===== src/design/udprc_pkg.sv =====
// udprc_pkg: shared types, constants and helpers for the udp receive checker
package udprc_pkg;

	// port table size and derived index width
	localparam int TABLE_ENTRIES = 16;
	localparam int IDX_W = (TABLE_ENTRIES > 1) ? $clog2(TABLE_ENTRIES) : 1;

	// udp framing constants
	localparam logic [15:0] HEADER_BYTES = 16'd8;
	localparam logic [15:0] UDP_PROTOCOL = 16'd17;

	// odd-byte pad word and pseudo header words folded in after the last byte
	localparam int FIN_WORDS = 7;
	localparam int FIN_BITS = FIN_WORDS * 16;
	localparam int STEP_W = $clog2(FIN_WORDS);

	// item modes
	localparam logic [1:0] MODE_BYTE  = 2'd0;
	localparam logic [1:0] MODE_OPEN  = 2'd1;
	localparam logic [1:0] MODE_CLOSE = 2'd2;

	// result status codes
	localparam logic [2:0] STAT_DELIVERED   = 3'd0;
	localparam logic [2:0] STAT_UNREACHABLE = 3'd1;
	localparam logic [2:0] STAT_BAD_SUM     = 3'd2;
	localparam logic [2:0] STAT_TOO_SHORT   = 3'd3;
	localparam logic [2:0] STAT_OPENED      = 3'd4;
	localparam logic [2:0] STAT_FULL        = 3'd5;
	localparam logic [2:0] STAT_CLOSED      = 3'd6;

	// input item
	typedef struct packed {
		logic [1:0]  mode;
		logic [7:0]  data_byte;
		logic        last;
		logic [31:0] source_ip;
		logic [15:0] port_number;
	} in_item_t;

	// result item
	typedef struct packed {
		logic [2:0]  status;
		logic [3:0]  entry_index;
		logic [15:0] source_port;
		logic [15:0] destination_port;
		logic [15:0] payload_length;
		logic [15:0] computed_sum;
	} out_item_t;

	// control from the sequencer to the checksum unit
	typedef struct packed {
		logic byte_en;
		logic fin_step;
		logic clear;
	} sum_ctl_t;

	// status from the checksum unit
	typedef struct packed {
		logic        short_dgram;
		logic [15:0] computed;
		logic [15:0] hdr_sport;
		logic [15:0] dst_port;
		logic [15:0] rx_sum;
		logic [15:0] count;
	} sum_stat_t;

	// table update request
	typedef struct packed {
		logic        open;
		logic        close;
		logic [15:0] port;
	} tbl_op_t;

	// table search results
	typedef struct packed {
		logic             open_found;
		logic [IDX_W-1:0] open_idx;
		logic             lookup_hit;
		logic [IDX_W-1:0] lookup_idx;
	} tbl_res_t;

	// ones' complement add with end-around carry
	function automatic logic [15:0] oc_add(logic [15:0] a, logic [15:0] w);
		logic [16:0] s;
		s = {1'b0, a} + {1'b0, w};
		return s[15:0] + {15'd0, s[16]};
	endfunction

	// table index reduced to the four-bit result field
	function automatic logic [3:0] to_entry(logic [IDX_W-1:0] idx);
		logic [IDX_W+3:0] t;
		t = (IDX_W + 4)'(idx);
		return t[3:0];
	endfunction

endpackage


===== src/design/udprc_sum.sv =====
// udprc_sum: byte-serial ones' complement checksum and header capture
module udprc_sum (
	input  logic                 clk,
	input  logic                 arst_n,
	input  udprc_pkg::sum_ctl_t  ctl,
	input  udprc_pkg::in_item_t  item,
	input  logic [31:0]          local_ip,
	output udprc_pkg::sum_stat_t stat
);

	logic [15:0] sum_q;
	logic [15:0] count_q;
	logic [7:0]  pend_q;
	logic        hp_q;
	logic [15:0] sp_q;
	logic [15:0] dp_q;
	logic [15:0] rc_q;
	logic [udprc_pkg::FIN_BITS-1:0] words_q;

	logic [7:0]  v;
	logic [15:0] next_count;
	logic [15:0] pad_word;

	// checksum field bytes count as zero
	always_comb begin
		v = item.data_byte;
		if (count_q == 16'd6 || count_q == 16'd7) begin
			v = 8'd0;
		end
		next_count = (count_q == 16'hFFFF) ? count_q : count_q + 16'd1;
		pad_word = hp_q ? 16'd0 : {v, 8'd0};
	end

	// byte accumulation, pseudo header fold and datagram clear
	always_ff @(posedge clk or negedge arst_n) begin
		if (!arst_n) begin
			sum_q   <= '0;
			count_q <= '0;
			pend_q  <= '0;
			hp_q    <= 1'b0;
			sp_q    <= '0;
			dp_q    <= '0;
			rc_q    <= '0;
			words_q <= '0;
		end else if (ctl.clear) begin
			sum_q   <= '0;
			count_q <= '0;
			pend_q  <= '0;
			hp_q    <= 1'b0;
			sp_q    <= '0;
			dp_q    <= '0;
			rc_q    <= '0;
		end else if (ctl.byte_en) begin
			case (count_q)
				16'd0: sp_q <= {item.data_byte, 8'd0};
				16'd1: sp_q <= {sp_q[15:8], item.data_byte};
				16'd2: dp_q <= {item.data_byte, 8'd0};
				16'd3: dp_q <= {dp_q[15:8], item.data_byte};
				16'd6: rc_q <= {item.data_byte, 8'd0};
				16'd7: rc_q <= {rc_q[15:8], item.data_byte};
				default: ;
			endcase
			if (hp_q) begin
				sum_q <= udprc_pkg::oc_add(sum_q, {pend_q, v});
				hp_q  <= 1'b0;
			end else begin
				pend_q <= v;
				hp_q   <= 1'b1;
			end
			count_q <= next_count;
			// pseudo header words queued for the fold
			if (item.last) begin
				words_q <= {pad_word, item.source_ip[31:16], item.source_ip[15:0],
					local_ip[31:16], local_ip[15:0], udprc_pkg::UDP_PROTOCOL,
					next_count};
			end
		end else if (ctl.fin_step) begin
			sum_q   <= udprc_pkg::oc_add(sum_q,
				words_q[udprc_pkg::FIN_BITS-1 -: 16]);
			words_q <= {words_q[udprc_pkg::FIN_BITS-17:0], 16'd0};
		end
	end

	assign stat.short_dgram = next_count < udprc_pkg::HEADER_BYTES;
	assign stat.computed    = ~sum_q;
	assign stat.hdr_sport   = sp_q;
	assign stat.dst_port    = dp_q;
	assign stat.rx_sum      = rc_q;
	assign stat.count       = count_q;

endmodule


===== src/design/udprc_table.sv =====
// udprc_table: port table with parallel compare for open, close and lookup
module udprc_table (
	input  logic                clk,
	input  logic                arst_n,
	input  udprc_pkg::tbl_op_t  op,
	input  logic [15:0]         lookup_port,
	output udprc_pkg::tbl_res_t res
);

	localparam int N = udprc_pkg::TABLE_ENTRIES;
	localparam int W = udprc_pkg::IDX_W;

	logic [15:0] port_q [N];
	logic [N-1:0] valid_q;

	logic         match_hit;
	logic [W-1:0] match_idx;
	logic         free_hit;
	logic [W-1:0] free_idx;
	logic         look_hit;
	logic [W-1:0] look_idx;

	// lowest matching, lowest free and lowest delivering entry
	always_comb begin
		match_hit = 1'b0;
		match_idx = '0;
		free_hit  = 1'b0;
		free_idx  = '0;
		look_hit  = 1'b0;
		look_idx  = '0;
		for (int i = N - 1; i >= 0; i--) begin
			if (port_q[i] == op.port) begin
				match_hit = 1'b1;
				match_idx = W'(i);
			end
			if (!valid_q[i]) begin
				free_hit = 1'b1;
				free_idx = W'(i);
			end
			if (valid_q[i] && port_q[i] == lookup_port) begin
				look_hit = 1'b1;
				look_idx = W'(i);
			end
		end
	end

	assign res.open_found = match_hit || free_hit;
	assign res.open_idx   = match_hit ? match_idx : free_idx;
	assign res.lookup_hit = look_hit;
	assign res.lookup_idx = look_idx;

	// table updates
	always_ff @(posedge clk or negedge arst_n) begin
		if (!arst_n) begin
			for (int i = 0; i < N; i++) begin
				port_q[i] <= '0;
			end
			valid_q <= '0;
		end else if (op.open) begin
			if (match_hit) begin
				valid_q[match_idx] <= 1'b1;
			end else if (free_hit) begin
				valid_q[free_idx] <= 1'b1;
				port_q[free_idx]  <= op.port;
			end
		end else if (op.close) begin
			for (int i = 0; i < N; i++) begin
				if (port_q[i] == op.port) begin
					valid_q[i] <= 1'b0;
				end
			end
		end
	end

	// a successful open leaves its entry valid and holding the port
	assert property (@(posedge clk) disable iff (!arst_n)
		op.open && res.open_found |=> valid_q[$past(res.open_idx)] &&
			port_q[$past(res.open_idx)] == $past(op.port))
		else $error("open did not install its entry");

endmodule


===== src/design/udp_receive_checker_demux_core.sv =====
// udp_receive_checker_demux_core: udp checksum check and port demultiplexer
// table items and too-short datagrams load their result into the output register
// as they are transferred; a complete datagram's last byte starts the fold
// of the odd-byte pad word and six pseudo header words, one per cycle,
// then ST_DONE registers its result; input is held off for the whole fold
// bytes flow at one per cycle while the output register is free or being read
// reset clears local_ip, the running checksum state and the whole port table
module udp_receive_checker_demux_core (
	input  logic                 clk,
	input  logic                 arst_n,
	input  logic                 in_valid,
	output logic                 in_ready,
	input  udprc_pkg::in_item_t  in_data,
	output logic                 out_valid,
	input  logic                 out_ready,
	output udprc_pkg::out_item_t out_data,
	input  logic                 cfg_wr_en,
	input  logic [31:0]          cfg_wr_data
);

	localparam logic [1:0] ST_IDLE = 2'd0;
	localparam logic [1:0] ST_FIN  = 2'd1;
	localparam logic [1:0] ST_DONE = 2'd2;

	logic [1:0] state_q;
	logic [udprc_pkg::STEP_W-1:0] step_q;
	logic [31:0] local_ip_q;
	logic out_valid_q;
	udprc_pkg::out_item_t out_data_q;

	udprc_pkg::sum_ctl_t  sum_ctl;
	udprc_pkg::sum_stat_t sum_stat;
	udprc_pkg::tbl_op_t   tbl_op;
	udprc_pkg::tbl_res_t  tbl_res;

	logic xfer;
	logic byte_xfer;
	logic last_xfer;
	logic sum_ok;
	udprc_pkg::out_item_t dgram_res;
	udprc_pkg::out_item_t op_res;

	assign in_ready  = (state_q == ST_IDLE) && (!out_valid_q || out_ready);
	assign xfer      = in_valid && in_ready;
	assign byte_xfer = xfer && in_data.mode == udprc_pkg::MODE_BYTE;
	assign last_xfer = byte_xfer && in_data.last;

	// control to the units
	assign sum_ctl.byte_en  = byte_xfer;
	assign sum_ctl.fin_step = state_q == ST_FIN;
	assign sum_ctl.clear    = (state_q == ST_DONE) ||
		(last_xfer && sum_stat.short_dgram);
	assign tbl_op.open  = xfer && in_data.mode == udprc_pkg::MODE_OPEN;
	assign tbl_op.close = xfer && in_data.mode == udprc_pkg::MODE_CLOSE;
	assign tbl_op.port  = in_data.port_number;

	udprc_sum u_sum (
		.clk      (clk),
		.arst_n   (arst_n),
		.ctl      (sum_ctl),
		.item     (in_data),
		.local_ip (local_ip_q),
		.stat     (sum_stat)
	);

	udprc_table u_table (
		.clk         (clk),
		.arst_n      (arst_n),
		.op          (tbl_op),
		.lookup_port (sum_stat.dst_port),
		.res         (tbl_res)
	);

	// datagram verdict once the fold is complete
	always_comb begin
		sum_ok = sum_stat.rx_sum == 16'd0 || sum_stat.rx_sum == sum_stat.computed ||
			(sum_stat.computed == 16'd0 && sum_stat.rx_sum == 16'hFFFF);
		dgram_res.source_port      = sum_stat.hdr_sport;
		dgram_res.destination_port = sum_stat.dst_port;
		dgram_res.payload_length   = sum_stat.count - udprc_pkg::HEADER_BYTES;
		dgram_res.computed_sum     = sum_stat.computed;
		dgram_res.entry_index      = 4'd0;
		if (!sum_ok) begin
			dgram_res.status = udprc_pkg::STAT_BAD_SUM;
		end else if (tbl_res.lookup_hit) begin
			dgram_res.status      = udprc_pkg::STAT_DELIVERED;
			dgram_res.entry_index = udprc_pkg::to_entry(tbl_res.lookup_idx);
		end else begin
			dgram_res.status = udprc_pkg::STAT_UNREACHABLE;
		end
	end

	// result of a table item or a too-short datagram
	always_comb begin
		op_res = '0;
		if (tbl_op.close) begin
			op_res.status = udprc_pkg::STAT_CLOSED;
		end else if (tbl_op.open && tbl_res.open_found) begin
			op_res.status      = udprc_pkg::STAT_OPENED;
			op_res.entry_index = udprc_pkg::to_entry(tbl_res.open_idx);
		end else if (tbl_op.open) begin
			op_res.status = udprc_pkg::STAT_FULL;
		end else begin
			op_res.status = udprc_pkg::STAT_TOO_SHORT;
		end
	end

	// configuration register
	always_ff @(posedge clk or negedge arst_n) begin
		if (!arst_n) begin
			local_ip_q <= '0;
		end else if (cfg_wr_en) begin
			local_ip_q <= cfg_wr_data;
		end
	end

	// sequencer for the pseudo header fold
	always_ff @(posedge clk or negedge arst_n) begin
		if (!arst_n) begin
			state_q <= ST_IDLE;
			step_q  <= '0;
		end else begin
			case (state_q)
				ST_IDLE: begin
					step_q <= '0;
					if (last_xfer && !sum_stat.short_dgram) begin
						state_q <= ST_FIN;
					end
				end
				ST_FIN: begin
					step_q <= step_q + 1'b1;
					if (step_q == udprc_pkg::STEP_W'(udprc_pkg::FIN_WORDS - 1)) begin
						state_q <= ST_DONE;
					end
				end
				ST_DONE: begin
					state_q <= ST_IDLE;
				end
				default: begin
					state_q <= ST_IDLE;
				end
			endcase
		end
	end

	// output register
	always_ff @(posedge clk or negedge arst_n) begin
		if (!arst_n) begin
			out_valid_q <= 1'b0;
		end else if (state_q == ST_DONE) begin
			out_valid_q <= 1'b1;
		end else if (tbl_op.open || tbl_op.close ||
			(last_xfer && sum_stat.short_dgram)) begin
			out_valid_q <= 1'b1;
		end else if (out_ready) begin
			out_valid_q <= 1'b0;
		end
	end

	// result payload
	always_ff @(posedge clk or negedge arst_n) begin
		if (!arst_n) begin
			out_data_q <= '0;
		end else if (state_q == ST_DONE) begin
			out_data_q <= dgram_res;
		end else if (tbl_op.open || tbl_op.close ||
			(last_xfer && sum_stat.short_dgram)) begin
			out_data_q <= op_res;
		end
	end

	assign out_valid = out_valid_q;
	assign out_data  = out_data_q;

	// the output register is empty for the whole fold
	assert property (@(posedge clk) disable iff (!arst_n)
		state_q != ST_IDLE |-> !out_valid_q)
		else $error("result pending while a datagram is being folded");

	// every completed fold produces a result
	assert property (@(posedge clk) disable iff (!arst_n)
		state_q == ST_DONE |=> out_valid_q && $past(sum_ctl.clear))
		else $error("fold finished without a result");

	// the fold step never goes past the last word
	assert property (@(posedge clk) disable iff (!arst_n)
		state_q == ST_FIN |-> step_q <= udprc_pkg::STEP_W'(udprc_pkg::FIN_WORDS - 1))
		else $error("fold step out of range");

endmodule


===== config.mk =====
export PLATFORM = sky130hd
export DESIGN_NAME = udp_receive_checker_demux_core
export DESIGN_NICKNAME = d
export VERILOG_FILES = /design/src/design/udprc_pkg.sv /design/src/design/udprc_sum.sv /design/src/design/udprc_table.sv /design/src/design/udp_receive_checker_demux_core.sv
export SDC_FILE = /design/constraint.sdc
export NUM_CORES = 2
export LEC_CHECK = 0
export CAP_MARGIN = 10
export CORE_ASPECT_RATIO = 0.75
export CORE_MARGIN = 1.5
export CORE_UTILIZATION = 59
export CTS_CLUSTER_DIAMETER = 150
export DETAILED_ROUTE_END_ITERATION = 6
export DONT_BUFFER_PORTS = 1
export GPL_ROUTABILITY_DRIVEN = 1
export PLACE_DENSITY = 0.79
export REMOVE_ABC_BUFFERS = 1
export SETUP_SLACK_MARGIN = 0.02
export SYNTH_ARGS = -nofsm -noshare
export SYNTH_HDL_FRONTEND = slang
export SYNTH_HIERARCHICAL = 1
export SYNTH_SLANG_ARGS = --single-unit

===== constraint.sdc =====
create_clock -name clk -period 5.2 [get_ports clk]
set_input_delay 0.52 -clock clk [delete_from_list [all_inputs] [get_ports clk]]
set_output_delay 0.52 -clock clk [all_outputs]
set_load 0.01 [all_outputs]

# Yosys cells after proc, flatten, opt, wreduce, memory -nomap -nowiden
# Cells that the tools add are included.
# word_totals
register_bits	582
input_bits	96
out_inout_bits	73
elab_cells	396
# op_classes
add_sub_neg	7
n_lt_le_gt_ge	7
n_eq_ne	54
mux	169
bitwise	6
reduce_logical	100
# ops
operator	n
16-bit equality test	33
112-bit 2-to-1 mux	3
16-bit 2-to-1 mux	19
256-bit bitwise mux	1
4-bit 2-to-1 mux	53
71-bit 2-to-1 mux	2
16-bit one-hot mux with 2 select lines	3
1-bit 2-to-1 mux	73
16-bit demux with 4-bit select	1
3-bit AND reduction	21
16-bit zero test	3
2-bit nonzero test	24
16-bit by 16-bit adder with 17-bit output	2
16-bit by 1-bit adder with 16-bit output	2
16-bit equality test, second input constant	2
16-bit by 2-bit equality test with 1-bit output, second input constant	2
16-bit by 3-bit equality test with 1-bit output, second input constant	2
8-bit 2-to-1 mux	4
16-bit bitwise OR	2
1-bit logical AND	29
16-bit by 1-bit adder with 16-bit output, second input constant	1
16-bit by 1-bit equality test with 1-bit output, second input constant	1
16-bit by 4-bit less-than comparator with 1-bit output, second input constant	1
16-bit inverter	1
25 further kinds	58

# Depth between registers and ports, before layout
# logic_depth
depth_word	24
ltp_mapped	25
ltp_nobuf	25

# Modules after synthesis
# Netlist, hierarchy kept.
# by_module_without_submodules
module	instances	cells_each	area_each_um2	seq_area_each_um2
udprc_table	1	1560	17773.3	6806.5
udprc_sum	1	1233	11258.3	5029.8
udp_receive_checker_demux_core	1	363	4672.0	2727.6

# Worst setup path before layout
# OpenSTA, ideal clock, no wires.
# synth_path
kind	reg2reg
startpoint	register u_sum.count_q[1]
endpoint	register u_sum.sum_q[6]
setup_ps	121
t_arrival_ps	4764
t_required_ps	5079
setup_slack_ps	315
stages_incl_launch_ff	25
path_buffers	1
period_less_slack_ps	4885
path_cell_list	dfrtp_1 ha_1 clkbuf_1 or2_2 and2_1 nand2_2 and2_1 ha_1 fa_1 maj3_1 maj3_1 o21ai_1 a211o_1 a31oi_1 o21ai_0 a21oi_1 o21ai_0 nand2b_1 ha_1 nand2_1 nor2b_1 and3_1 xnor2_1 mux2_2 a22o_1
# synth_via
elab_chain_cells	8
elab_cells_between_ends	18
classes_between	3 x add/sub; 1 x order compare; 4 x eq/ne; 5 x mux; 5 x reduce/logical
# synth_lines
element	line_no	text
start, declared	udprc_sum.sv:12	logic [15:0] count_q;
start signal, assigned	udprc_sum.sv:70	count_q <= next_count;
16-bit by 3-bit equality test with 1-bit output	udprc_sum.sv:27	if (count_q == 16'd6 || count_q == 16'd7) begin
1-bit logical OR	udprc_sum.sv:27	
8-bit 2-to-1 mux	udprc_sum.sv:27	
16-bit by 16-bit adder with 17-bit output	udprc_pkg.sv:85	s = {1'b0, a} + {1'b0, w};
16-bit by 1-bit adder with 16-bit output	udprc_pkg.sv:86	return s[15:0] + {15'd0, s[16]};
16-bit 2-to-1 mux	udprc_sum.sv:63	if (hp_q) begin
16-bit 2-to-1 mux	udprc_sum.sv:53	end else if (ctl.byte_en) begin
16-bit 2-to-1 mux	udprc_sum.sv:45	end else if (ctl.clear) begin
end signal, assigned	udprc_sum.sv:64	sum_q <= udprc_pkg::oc_add(sum_q, {pend_q, v});
end signal, assigned	udprc_sum.sv:78	sum_q <= udprc_pkg::oc_add(sum_q,
end, declared	udprc_sum.sv:11	logic [15:0] sum_q;
# Parallel ways exist; a longest one is shown, timed or not. The select of a mux whose other input is x is not followed.
# A chain may end at the register's enable or synchronous reset.

# Worst setup path after layout
# layout_path
startpoint	register u_sum.count_q[0]
endpoint	register u_sum.sum_q[6]
# Same word-level chain as after synthesis.

==> summary.txt <==
Synthesis
  • Seq/Total Area, Yosys: 43.2%
  • Post-Syn Area: 33700 µm²
  • Yosys Warn Count: 6
  • Synthesized area per cell: 10.7 µm²
  • Post-synth EDFFs: 0
  • Synth async-reset ratio: 100%
  • FF+latch count, synth: 582
  • Synth cell types: 97
  • Syn Inst Count: 3156
  • Main synth FF type: dfrtp_1

Timing
  • Fin crit share: 95.7%
  • Min cycle time layout: 4.98 ns
  • Worst Clk Skew: 0.0338 ns
  • F_max: 0.201 GHz
  • Slew margin rel.: -10.7%
  • Fin. Hold Viols: 582
  • Hold Slack: -0.397 ns
  • Worst-Margin Slew: 1.66 ns
  • Final Slew Violations: 186
  • TNS Setup: 0 ns
  • Final Setup Violations: 0

Cells and area
  • Sequential Area: 14600 µm²
  • Syn-to-layout area delta: 6.82%
  • Fin cells: 3853
  • # fillers: 4317
  • Number of nets in the layout: 3213
  • Multi-input gate area: 17700 µm²
  • Final core utilization: 64.0%
  • Layout cell share with drive strength beyond 1: 14.5%

Detailed routing
  • Post-Route WL: 97600 µm
  • DR vias/cell: 6.55
  • DRC errors left: 0
  • Remaining antenna violation count: 0
  • Avg WL per Cell: 25.3 µm
  • Via Count: 25200
  • 1st-pass router iterations: 6
  • Initial DRC count: 3130

Setup path
  • Reg-to-Reg End: u_sum/sum_q[6]$_DFFE_PN0P_
  • Buf+Inv Stages, Crit Path: 1
  • CP Launch Type: flop
  • Critical Path, Cell by Cell: inv_1 > ha_2 > or2_2 > and2_4 > nand2_2 > and2_1 > ha_1 > fa_1 > maj3_1 > maj3_1 > o21ai_2 > a211o_1 > a31oi_4 > o21ai_1 > a21oi_1 > o21ai_1 > nand2b_1 > ha_1 > nand2_2 > nor2b_1 > and3_1 > xnor2_1 > mux2_2 > a22o_1
  • Slowest cell on crit path: dfrtp_2
  • Req. time, crit path: 5.71 ns
  • CP Launch Point: u_sum/count_q[0]$_DFFE_PN0P_
  • FF-to-FF path depth: 24
  • CP max FO: 6
  • Worst Setup EP: u_sum/sum_q[6]$_DFFE_PN0P_
  • Setup Crit Path Kind: reg -> reg
  • CP delay by family, top: adder cells
  • R2R Setup Slk: 0.22 ns
  • CP max stage delay: 0.44 ns
  • Setup crit end kind: flop
  • Data arrival, critical path: 5.49 ns
  • CP Depth: 24
  • R2R Path Start: u_sum/count_q[0]$_DFFE_PN0P_

Floorplan
  • IO Pins: 169
  • Core area: 56200 µm²
  • Die span in y: 210 µm
  • Cell row count: 75
  • DIE AREA: 58600 µm²
  • Initial Util: 60.0%
  • Die width: 279 µm

Global route
  • Initial antenna violation count: 0
  • Grt ovf: 0
  • Total GRT Usage: 33.2%
  • Global-route wire length before repair: 150000 µm
  • Largest net degree at the start of global routing: 583
  • Vias in the first global route: 24800

Clock tree
  • Clock Path Buffers: 3
  • Clock sink count: 582
  • CTS buffer count: 57
  • Hold_buf cts: 16
  • Clock Root Buffer: clkbuf_16
  • Skew-Pair Late Insertion Delay: 0.65 ns
  • Clk slew on worst S/H paths: 0.06 ns
  • H-tree levels: 2
  • CTS tree: yes

Placement
  • Placed insts: 3730
  • DP Wirelength: 63200 µm
  • GPL Wtd Cong: 0.973
  • Buffers on Ports: 0

Power
  • Leakage: 17.0 nW
  • Sequential share of power: 37.1%
  • Worst IR Drop VDD: 0.267 mV
  • Switching Share: 38.3%
  • Clock share of power: 25.3%
  • NetSw: 6.37 mW
  • Total Power: 16.6 mW
  • PwrDens: 461 nW/µm²
  • Combinational share of power: 37.6%
  • P_int: 10.2 mW

Run status
  • Outcome: finished, violations left
  • Failing checks: hold timing, slew limit

Flow run
  • Max Cap Viol: 0

Worst hold path
  • Hold crit path type: in -> async
[flip-flops by register name, summed over array words and instances (netlist names)]
| name | cells |
|---|---|
| u_sum/words_q | 112 |
| u_sum/dp_q | 16 |
| u_sum/hp_q | 1 |
| step_q | 3 |
| state_q | 2 |
| u_sum/sp_q | 16 |
| out_valid | 1 |
| local_ip_q | 32 |
| u_sum/rc_q | 16 |
| u_table/valid_q | 16 |
| u_sum/count_q | 16 |
| out_data | 71 |
| u_table/port_q | 256 |
| u_sum/sum_q | 16 |
| u_sum/pend_q | 8 |
[timing repair]
item | in CTS | in global routing
hold endpoints to repair | 603 | 582
endpoints found under the setup margin | 2 | 134
setup buffers | 0 | 1
pin swaps | 0 | 5
gates resized for setup | 2 | 16
[worst register-to-register path, cell delays in order, from the launching register on]
cell and delay, ns:
dfrtp_2 0.44, inv_1 0.11, ha_2 0.21, or2_2 0.14, and2_4 0.21, nand2_2 0.09
and2_1 0.16, ha_1 0.20, fa_1 0.40, maj3_1 0.37, maj3_1 0.39, o21ai_2 0.10
a211o_1 0.22, a31oi_4 0.12, o21ai_1 0.17, a21oi_1 0.09, o21ai_1 0.13, nand2b_1 0.13
ha_1 0.23, nand2_2 0.12, nor2b_1 0.09, and3_1 0.18, xnor2_1 0.12, mux2_2 0.26
a22o_1 0.19
[cells in the final DEF, fill, tap and decap left out, types with 7 or more instances in the layout]
cell	synthesis	routed
or2_2	12	12
clkbuf_1	116	21
clkbuf_8	0	13
and4_1	9	8
o21ai_0	151	148
buf_4	25	64
dfrtp_1	582	577
a221oi_1	11	11
a22oi_1	12	12
o21ai_1	6	7
nor3_1	30	28
nand4_1	93	93
a21oi_1	75	73
ha_1	40	39
nor2_1	108	108
nor4_2	9	10
and2_1	12	11
mux2_4	40	40
nor4_1	95	94
o211ai_1	9	9
xor2_1	323	323
xnor2_1	288	288
dlygate4sd3_1	0	16
a31oi_1	15	14
and3_1	19	18
clkbuf_16	0	57
nand2b_1	15	15
inv_1	48	47
o31ai_1	9	9
mux2_2	172	172
nor2b_1	14	13
nand2_1	264	263
nand3_1	72	71
a21o_1	25	24
mux2i_1	76	76
mux2_1	78	78
a22o_1	84	84
[cell usage after synthesis (all sizes together) (6+ instances only)]
| master | count | area share, % |
|---|---|---|
| nor4 | 109 | 2.4 |
| nor3 | 31 | 0.49 |
| a22oi | 12 | 0.27 |
| clkbuf | 116 | 1.3 |
| o31ai | 9 | 0.20 |
| xnor2 | 288 | 7.5 |
| a21o | 25 | 0.56 |
| ha | 40 | 1.5 |
| o211ai | 10 | 0.24 |
| nand3 | 77 | 1.3 |
| and4 | 13 | 0.37 |
| mux2 | 290 | 10 |
| a21oi | 75 | 1.1 |
| or3 | 6 | 0.11 |
| a41o | 6 | 0.18 |
| and2 | 12 | 0.22 |
| nor2 | 112 | 1.3 |
| inv | 49 | 0.55 |
| mux2i | 76 | 2.3 |
| xor2 | 323 | 8.4 |
| nor2b | 14 | 0.26 |
| a221oi | 11 | 0.29 |
| a22o | 84 | 2.2 |
| o21ai | 159 | 2.4 |
| or2 | 12 | 0.22 |
| a31oi | 17 | 0.38 |
| dfrtp | 582 | 43 |
| nand4 | 95 | 1.9 |
| buf | 108 | 2.6 |
| nand2b | 16 | 0.32 |
| nand2 | 269 | 3.1 |
| and3 | 19 | 0.35 |
| nor3b | 6 | 0.13 |
[how the worst min path moves through the flow]
| stage | to | slack, ns | cells past startpoint |
|---|---|---|---|
| after floorplan | local_ip_q[0]$_DFFE_PN0P_ | 0.22 | 0 |
| after global placement | u_table/port_q[237]$_DFFE_PN0P_ | 0.25 | 0 |
| after detailed placement | u_table/port_q[230]$_DFFE_PN0P_ | 0.25 | 0 |
| after CTS | u_table/port_q[59]$_DFFE_PN0P_ | -0.43 | 0 |
| after global routing | u_table/port_q[230]$_DFFE_PN0P_ | -0.41 | 0 |
| final | u_table/port_q[237]$_DFFE_PN0P_ | -0.40 | 0 |
[cell type report]
| type | count | area share (%) |
|---|---|---|
| repair buffers | 84 | 2.00 |
| multi-input cells | 2301 | 49.3 |
| flip-flops and latches | 582 | 40.5 |
| inverters | 49 | 0.518 |
| clock buffers | 91 | 4.68 |
| clock inverters | 14 | 0.494 |
| diodes | 1 | 0.00695 |
| well taps | 731 | 2.54 |
[power groups by stage]
stage               clock [mW]  sequential [mW]  combinational [mW]
finish                    4.20             6.17                6.25
global route              4.42             6.23                6.77
CTS                       4.25             6.13                6.06
detailed placement           0             6.21                5.99
global placement             0             6.16                5.83
floorplan                    0             6.01                4.27
[through the flow]
stage / worst slack (ns) / instance area (µm²)
after floorplan: -3.46 / 32400
after global placement: 0.148 / 33900
after detailed placement: -0.0226 / 33900
after CTS: 0.0162 / 35900
after global routing: -0.00170 / 36000
final: 0.223 / 36000
[metal layers]
metal | GRT usage (%) | vias up | wire [µm]
met5 | 0 | - | 0
met4 | 11.1 | 0 | 3020
met3 | 7.91 | 197 | 9400
met2 | 47.0 | 1210 | 40900
met1 | 49.8 | 12900 | 44300
li1 | - | 11000 | -
[logic make-up (layout without fill, tap and decap cells)]
logic type / after synthesis / in the layout / share of synthesized area (%)
AO/OA/AOI/OAI: 468 / 468 / 9.34
other: 0 / 1 / 0
buffers and inverters: 273 / 238 / 4.46
adder cells (fa/ha/maj): 44 / 44 / 1.66
AND/OR/NAND/NOR: 812 / 812 / 13.1
multiplexers: 366 / 366 / 12.4
XOR/XNOR: 611 / 611 / 15.9
flip-flops: 582 / 582 / 43.2
Power figures use the tool's default switching activity.
